## config.mk

```make
export PLATFORM = sky130hd
export DESIGN_NAME = error_log_fifo_with_dedup
export DESIGN_NICKNAME = d
export VERILOG_FILES = /design/src/hw/rtl/elff_pkg.sv /design/src/hw/rtl/elff_ram.sv /design/src/hw/rtl/error_log_fifo_with_dedup.sv
export SDC_FILE = /design/constraint.sdc
export NUM_CORES = 2
export LEC_CHECK = 0
export BUFFER_PORTS_ARGS = -buffer_cell sky130_fd_sc_hd__buf_4
export CELL_PAD_IN_SITES_DETAIL_PLACEMENT = 1
export CELL_PAD_IN_SITES_GLOBAL_PLACEMENT = 2
export CORE_MARGIN = 2
export CORE_UTILIZATION = 49
export DETAILED_ROUTE_END_ITERATION = 8
export GPL_ROUTABILITY_DRIVEN = 0
export GPL_TIMING_DRIVEN = 0
export PLACE_DENSITY_LB_ADDON = 0.1
export REMOVE_ABC_BUFFERS = 1
export SYNTH_ARGS = -nofsm -noshare
export SYNTH_HDL_FRONTEND = slang
export SYNTH_SLANG_ARGS = --single-unit
```

## constraint.sdc

```tcl
create_clock -name i_clk -period 13.9 [get_ports i_clk]
set_clock_uncertainty 0.1 [all_clocks]
set_input_delay 4.17 -clock i_clk [delete_from_list [all_inputs] [get_ports i_clk]]
set_output_delay 4.17 -clock i_clk [all_outputs]
set_load 0.01 [all_outputs]
```

## src/hw/rtl/elff_pkg.sv

```systemverilog
`default_nettype none

package elff_pkg;

    localparam int DEPTH_DEF     = 32;
    localparam int TIME_BITS_DEF = 32;

    localparam int SRC_W   = 8;
    localparam int FAULT_W = 16;
    localparam int STAMP_W = 32;
    localparam int LEVEL_W = 6;

    typedef enum logic [1:0] {
        OP_PUSH     = 2'd0,
        OP_PUSH_NEW = 2'd1,
        OP_POP      = 2'd2,
        OP_LOOKUP   = 2'd3
    } t_op;

    typedef enum logic [1:0] {
        ST_DONE  = 2'd0,
        ST_DUP   = 2'd1,
        ST_FULL  = 2'd2,
        ST_EMPTY = 2'd3
    } t_status;

endpackage

`default_nettype wire

```

## src/hw/rtl/elff_ram.sv

```systemverilog
`default_nettype none

module elff_ram #(
    parameter int WIDTH = 56,
    parameter int DEPTH = 32
) (
    input  wire logic                     i_clk,
    input  wire logic                     i_we,
    input  wire logic [$clog2(DEPTH)-1:0] i_waddr,
    input  wire logic [WIDTH-1:0]         i_wdata,
    input  wire logic [$clog2(DEPTH)-1:0] i_raddr,
    output logic      [WIDTH-1:0]         o_rdata
);

    logic [WIDTH-1:0] r_mem [DEPTH];

    always_ff @(posedge i_clk) begin
        if (i_we) begin
            r_mem[i_waddr] <= i_wdata;
        end
        o_rdata <= r_mem[i_raddr];
    end

endmodule

`default_nettype wire

```

## src/hw/rtl/error_log_fifo_with_dedup.sv

```systemverilog
// Sequence: a push goes through execute, head read and head wait, then raises its result
// strobe; a pop skips the head read. Push-if-absent and lookup first scan the stored records
// from the head (one record read per cycle, stops at the first match), or skip it when empty.
// Throughput: one transaction at a time; busy falls while the result strobe is high, so
// the next transaction can be taken while the strobe is high. The receiver cannot stall the strobe.
// Reset (synchronous, active low): FIFO empty, pointers zero, overwrite enabled.
`default_nettype none

module error_log_fifo_with_dedup
    import elff_pkg::*;
#(
    parameter int DEPTH     = DEPTH_DEF,
    parameter int TIME_BITS = TIME_BITS_DEF
) (
    input  wire logic               i_clk,
    input  wire logic               i_rst_n,
    input  wire logic               start,
    output logic                    busy,
    input  wire logic               i_cfg_we,
    input  wire logic               i_cfg_wdata,
    input  wire logic [1:0]         i_op,
    input  wire logic [SRC_W-1:0]   i_source_id,
    input  wire logic [FAULT_W-1:0] i_fault_code,
    input  wire logic [STAMP_W-1:0] i_time_stamp,
    output logic                    o_strobe,
    output logic [1:0]              o_status,
    output logic                    o_found,
    output logic                    o_dropped_oldest,
    output logic                    o_head_valid,
    output logic [SRC_W-1:0]        o_head_source,
    output logic [FAULT_W-1:0]      o_head_fault,
    output logic [STAMP_W-1:0]      o_head_time,
    output logic [LEVEL_W-1:0]      o_level,
    output logic                    o_is_empty,
    output logic                    o_is_full
);

    localparam int AW = $clog2(DEPTH);
    localparam int CW = $clog2(DEPTH + 1);
    localparam int RW = SRC_W + FAULT_W + TIME_BITS;

    typedef enum logic [2:0] {
        S_IDLE,
        S_SCAN,
        S_EXEC,
        S_HEAD_RD,
        S_HEAD_WAIT
    } t_state;

    t_state               r_state;
    logic                 r_ovw;
    t_op                  r_op;
    logic [SRC_W-1:0]     r_src;
    logic [FAULT_W-1:0]   r_fault;
    logic [TIME_BITS-1:0] r_time;
    logic [AW-1:0]        r_rd_ptr;
    logic [AW-1:0]        r_wr_ptr;
    logic [CW-1:0]        r_count;
    logic [AW-1:0]        r_scan_ptr;
    logic [CW-1:0]        r_scan_cnt;
    logic                 r_cmp_vld;
    logic                 r_found;
    logic                 r_hv;
    t_status              r_status;
    logic                 r_dropped;

    logic                 r_strobe;
    logic [1:0]           r_out_status;
    logic                 r_out_found;
    logic                 r_out_dropped;
    logic                 r_out_hv;
    logic [SRC_W-1:0]     r_out_src;
    logic [FAULT_W-1:0]   r_out_fault;
    logic [STAMP_W-1:0]   r_out_time;
    logic [LEVEL_W-1:0]   r_out_level;
    logic                 r_out_empty;
    logic                 r_out_full;

    logic [RW-1:0]        ram_rdata;
    logic [AW-1:0]        ram_raddr;
    logic                 ram_we;
    logic [SRC_W-1:0]     rd_src;
    logic [FAULT_W-1:0]   rd_fault;
    logic [TIME_BITS-1:0] rd_time;
    logic                 scan_hit;
    logic                 scan_more;
    logic                 fifo_full;
    logic                 push_ok;

    function automatic logic [AW-1:0] adv(input logic [AW-1:0] p);
        return (p == AW'(DEPTH - 1)) ? '0 : p + 1'b1;
    endfunction

    assign rd_src    = ram_rdata[RW-1 -: SRC_W];
    assign rd_fault  = ram_rdata[TIME_BITS +: FAULT_W];
    assign rd_time   = ram_rdata[TIME_BITS-1:0];
    assign scan_hit  = r_cmp_vld && (rd_src == r_src) && (rd_fault == r_fault);
    assign scan_more = (r_scan_cnt != r_count);
    assign fifo_full = (r_count == CW'(DEPTH));
    assign push_ok   = ((r_op == OP_PUSH) || ((r_op == OP_PUSH_NEW) && !r_found))
                       && (!fifo_full || r_ovw);
    assign ram_raddr = (r_state == S_SCAN) ? r_scan_ptr : r_rd_ptr;
    assign ram_we    = (r_state == S_EXEC) && push_ok;

    elff_ram #(
        .WIDTH (RW),
        .DEPTH (DEPTH)
    ) u_ram (
        .i_clk   (i_clk),
        .i_we    (ram_we),
        .i_waddr (r_wr_ptr),
        .i_wdata ({r_src, r_fault, r_time}),
        .i_raddr (ram_raddr),
        .o_rdata (ram_rdata)
    );

    always_ff @(posedge i_clk) begin
        if (!i_rst_n) begin
            r_state   <= S_IDLE;
            r_ovw     <= 1'b1;
            r_rd_ptr  <= '0;
            r_wr_ptr  <= '0;
            r_count   <= '0;
            r_cmp_vld <= 1'b0;
            r_found   <= 1'b0;
            r_strobe  <= 1'b0;
        end else begin
            if (i_cfg_we) begin
                r_ovw <= i_cfg_wdata;
            end
            r_strobe <= 1'b0;
            case (r_state)
                S_IDLE: begin
                    if (start) begin
                        r_op       <= t_op'(i_op);
                        r_src      <= i_source_id;
                        r_fault    <= i_fault_code;
                        r_time     <= TIME_BITS'(i_time_stamp);
                        r_found    <= 1'b0;
                        r_scan_ptr <= r_rd_ptr;
                        r_scan_cnt <= '0;
                        r_cmp_vld  <= 1'b0;
                        if ((i_op inside {OP_PUSH_NEW, OP_LOOKUP}) && (r_count != '0)) begin
                            r_state <= S_SCAN;
                        end else begin
                            r_state <= S_EXEC;
                        end
                    end
                end
                S_SCAN: begin
                    r_cmp_vld <= scan_more;
                    if (scan_hit) begin
                        r_found <= 1'b1;
                        r_state <= S_EXEC;
                    end else if (!scan_more) begin
                        r_state <= S_EXEC;
                    end else begin
                        r_scan_ptr <= adv(r_scan_ptr);
                        r_scan_cnt <= r_scan_cnt + 1'b1;
                    end
                end
                S_EXEC: begin
                    r_status  <= ST_DONE;
                    r_dropped <= 1'b0;
                    r_hv      <= 1'b0;
                    r_state   <= S_HEAD_RD;
                    case (r_op)
                        OP_PUSH, OP_PUSH_NEW: begin
                            if ((r_op == OP_PUSH_NEW) && r_found) begin
                                r_status <= ST_DUP;
                            end else if (fifo_full && !r_ovw) begin
                                r_status <= ST_FULL;
                            end else begin
                                r_wr_ptr <= adv(r_wr_ptr);
                                if (fifo_full) begin
                                    r_rd_ptr  <= adv(r_rd_ptr);
                                    r_dropped <= 1'b1;
                                end else begin
                                    r_count <= r_count + 1'b1;
                                end
                            end
                        end
                        OP_POP: begin
                            // popped record is read at the old head this cycle
                            r_state <= S_HEAD_WAIT;
                            if (r_count == '0) begin
                                r_status <= ST_EMPTY;
                            end else begin
                                r_rd_ptr <= adv(r_rd_ptr);
                                r_count  <= r_count - 1'b1;
                                r_hv     <= 1'b1;
                            end
                        end
                        default: begin
                        end
                    endcase
                end
                S_HEAD_RD: begin
                    r_hv    <= (r_count != '0);
                    r_state <= S_HEAD_WAIT;
                end
                S_HEAD_WAIT: begin
                    r_strobe      <= 1'b1;
                    r_out_status  <= r_status;
                    r_out_found   <= r_found;
                    r_out_dropped <= r_dropped;
                    r_out_hv      <= r_hv;
                    r_out_src     <= r_hv ? rd_src : '0;
                    r_out_fault   <= r_hv ? rd_fault : '0;
                    r_out_time    <= r_hv ? STAMP_W'(rd_time) : '0;
                    r_out_level   <= LEVEL_W'(r_count);
                    r_out_empty   <= (r_count == '0);
                    r_out_full    <= fifo_full;
                    r_state       <= S_IDLE;
                end
                default: begin
                    r_state <= S_IDLE;
                end
            endcase
        end
    end

    assign busy             = (r_state != S_IDLE);
    assign o_strobe         = r_strobe;
    assign o_status         = r_out_status;
    assign o_found          = r_out_found;
    assign o_dropped_oldest = r_out_dropped;
    assign o_head_valid     = r_out_hv;
    assign o_head_source    = r_out_src;
    assign o_head_fault     = r_out_fault;
    assign o_head_time      = r_out_time;
    assign o_level          = r_out_level;
    assign o_is_empty       = r_out_empty;
    assign o_is_full        = r_out_full;

`ifndef SYNTHESIS
    a_count_range: assert property (@(posedge i_clk) disable iff (!i_rst_n)
        r_count <= CW'(DEPTH))
        else $error("fill count above depth");

    a_start_busy: assert property (@(posedge i_clk) disable iff (!i_rst_n)
        start && !busy |=> busy)
        else $error("accepted transaction did not raise busy");

    a_strobe_single: assert property (@(posedge i_clk) disable iff (!i_rst_n)
        o_strobe |=> !o_strobe)
        else $error("result strobe longer than one cycle");

    a_empty_head: assert property (@(posedge i_clk) disable iff (!i_rst_n)
        o_strobe && o_is_empty |-> !o_head_valid || (o_status == ST_DONE && o_level == '0))
        else $error("head valid on empty fifo");

    a_drop_full: assert property (@(posedge i_clk) disable iff (!i_rst_n)
        o_strobe && o_dropped_oldest |-> o_is_full)
        else $error("oldest dropped while not full");
`endif

endmodule

`default_nettype wire
```

==> results_dict.tcl <==
set metrics [dict create \
    dieArea_um2 171000 \
    reg2reg_to "u_ram.o_rdata[1]" \
    synth_top_family_by_area "multiplexers" \
    final_common_cell "edfxtp_1" \
    synth-compound-area-share 0.0354 \
    cts.sinks 2013 \
    drtIter0Drc 4928 \
    synth_fa_ha_area_frac 0.00237 \
    fmax_mhz 160 \
    slew_violations 0 \
    p_sw_mw 3.72 \
    synth_seq_cells 2013 \
    synthCells 4582 \
    max_stage_delay_ps 430 \
    cts.clk_slew.worst_paths_ps 60 \
    yosys.area_share.simple 0.0459 \
    r2r-start "r_state[0]" \
    nNetsFinal 4928 \
    yosys_warnings 0 \
    p_seq_frac 0.481 \
    vias 45500 \
    coreArea_um2 167000 \
    crit_required_ps 9630 \
    cp.arrival_ps 1970 \
    totalWireLength_um 236000 \
    path_cells "nor3_1 > inv_1 > buf_4" \
    register_area_um2 59700 \
    synth.distinct_cells 63 \
    end_kind "output port" \
    antenna_found_initial 9 \
    area_growth_pct 17.6 \
    dp_hpwl_um 150000 \
    netlist_area_um2 82200 \
    ys_top_cells_by_area "edfxtp_1, mux4_2, mux2i_1" \
    cts_setup_buffers 0 \
    critical_path.top_delay_family "flip-flops" \
    n_fill_cell 14400 \
    worstHoldPathType "reg2reg" \
    crit_fanout 12 \
    rsz0062_at_grt "false" \
    synthDominantAreaCellType "edfxtp_1" \
    async_flop_share 0 \
    max-cap-violations 0 \
    track_usage 0.278 \
    synth_edf_count 1934 \
    grt_overflow 0 \
    multi_input_area_um2 21700 \
    clockBufferDepth 3 \
    io_buffers 133 \
    min_period_ps 6240 \
    io_pins 134 \
    netlist.area_leader.share 0.706 \
    holdWs_ps 329 \
    status "completed" \
    grt_pass1_vias 47000 \
    final_cell_mix "edfxtp_1, mux2i_1, nand2_1" \
    hold_start "r_status[0]" \
    cts_tree "built" \
    viasPerCell 6.29 \
    grt_pass1_wl_um 336000 \
    ff2ff_path_depth 16 \
    p_leak_nw 31.4 \
    path_buf_inv 2 \
    final.setup.worst_slack_ps 7660 \
    drive_gt1_frac 0.241 \
    die_x_um 414 \
    clk_latency_ps 860 \
    internal_power_mw 11.2 \
    peakVddDrop_v 0.000140 \
    cts_resized 0 \
    first_pass_iters 5 \
    drc 0 \
    finalHoldViolCount 0 \
    grt_max_degree 61 \
    dp.cells 6844 \
    hold_end "o_status[0]" \
    num_rows 150 \
    switching_share 0.249 \
    die_h_um 414 \
    avgSynthCellArea_um2 17.9 \
    start_util 0.493 \
    synth-xor-area-share 0.00426 \
    ant_nets 0 \
    setup_viol 0 \
    worst_pin_slew_ps 1310 \
    synth-seq-area-share 0.725 \
    ff2ff_setup_slack_ps 8760 \
    powerDensity_nw_per_um2 154 \
    p_clk_frac 0.380 \
    postCtsHoldBufs 0 \
    htreeDepth 4 \
    comb_power_share 0.140 \
    muxShareOfSynthArea 0.171 \
    slowest_stage "dfxtp_1" \
    min_period_over_period 0.449 \
    synth_ff_type "edfxtp_1" \
    numCtsBuffers 208 \
    wire_per_inst_um 32.6 \
    clockRootBuffer "clkbuf_16" \
    place_ws_ps 7600 \
    hold_depth 0 \
    final_cell_count_no_fill 7238 \
    max_slew_margin 0.126 \
    critical_path_class "reg2out" \
    cp-start-kind "register" \
]
## final cells by class
cell class | instances | share of cell area
timing repair buffer | 345 | 0.0589
clock buffer | 287 | 0.0603
sequential | 2013 | 0.617
multi-input combinational | 2270 | 0.224
antenna | 1 | 0.0000259
clock inverter | 106 | 0.0113
inverter | 12 | 0.000466
tap | 2204 | 0.0285
## power groups by stage
stage,sequential (mW),combinational [mW],clock [mW]
floorplan,7.22,2.27,0
global placement,7.38,3.43,0
detailed placement,7.30,2.09,0
CTS,7.18,2.10,5.75
global route,7.21,2.22,5.97
finish,7.18,2.08,5.67
## cells in the mapped netlist (3+ instances only)
| cell | n |
|---|---|
| edfxtp_1 | 1934 |
| o221ai_1 | 3 |
| nor2_1 | 60 |
| a32oi_1 | 99 |
| o31ai_1 | 4 |
| a211oi_1 | 7 |
| nand3b_1 | 12 |
| nor3b_1 | 4 |
| o22ai_1 | 112 |
| buf_4 | 6 |
| nand4_1 | 4 |
| a21boi_0 | 7 |
| nand2_1 | 463 |
| xnor2_1 | 20 |
| nor3_1 | 9 |
| mux2_2 | 174 |
| nand3_1 | 124 |
| a21oi_1 | 73 |
| ha_1 | 14 |
| buf_6 | 10 |
| or4_1 | 3 |
| a2111oi_0 | 3 |
| nand2b_1 | 5 |
| and2_1 | 62 |
| dfxtp_1 | 79 |
| and3_1 | 6 |
| xor2_1 | 20 |
| clkbuf_1 | 168 |
| a211o_1 | 3 |
| a21o_1 | 5 |
| buf_1 | 24 |
| nor4_1 | 61 |
| or3_1 | 3 |
| o21ai_0 | 11 |
| mux2i_1 | 468 |
| nor2b_1 | 10 |
| buf_2 | 78 |
| mux4_2 | 328 |
| o211ai_1 | 56 |
| o21a_1 | 4 |
| inv_1 | 12 |
| a22oi_1 | 8 |
## per-stage QoR
step / cell area, um2 / TNS [ps] / util / power [mW]
2_1_floorplan: 81000 / -1746850 / - / 9.49
5_1_grt: 96700 / 0 / 0.580 / 15.4
3_3_place_gp: 84700 / -5565710 / 0.508 / 10.8
3_5_place_dp: 89800 / 0 / 0.538 / 9.39
4_1_cts: 96700 / 0 / 0.580 / 15.0
6_report: 96800 / 0 / 0.580 / 14.9
## routing by layer
metal | wire length (um) | vias up | GRT usage
li1 | - | 19000 | -
met1 | 101000 | 24400 | 0.393
met2 | 112000 | 1722 | 0.441
met3 | 16700 | 379 | 0.0497
met4 | 6740 | 2 | 0.0846
met5 | 13 | - | 0
## worst reg2reg max path, cell delays in order (launching register included)
cell and delay [ps]:
dfxtp_1 570, nor3b_2 480, buf_6 210, buf_6 180, buf_6 200, mux2i_4 680
buf_12 280, buf_16 190, buf_16 180, buf_16 180, buf_16 190, buf_12 210
buf_12 210, mux4_2 530, mux2_2 270, o22ai_1 200, nor4_1 110
## cell families after synthesis
family          after synthesis
flops                      2013
simple gates                832
mux                         970
compound gates              413
xor+xnor                     40
fa+ha+maj                    15
buf+inv                     299
## how the worst max path moves through the flow
stage,from,to,slack (ps),cells past startpoint
4_1_cts,r_state[0],busy,7620,3
3_3_place_gp,r_state[0],u_ram.o_rdata[4],-107490,6
5_1_grt,r_state[0],busy,7550,3
2_1_floorplan,r_state[0],u_ram.o_rdata[12],-33100,6
3_5_place_dp,i_rst_n,o_head_time[27],7600,7
6_report,r_state[0],busy,7660,3
## flip-flops by register name, summed over array words and instances, names as in the netlist, 3 cells and up
register       count
u_ram.r_mem     1792
u_ram.o_rdata     56
o_head_time       32
r_time            32
o_head_fault      16
r_fault           16
o_head_source      8
r_src              8
o_level            6
r_count            6
r_scan_cnt         6
r_rd_ptr           5
r_scan_ptr         5
r_wr_ptr           5
r_state            3
Power figures use the tool's default switching activity.
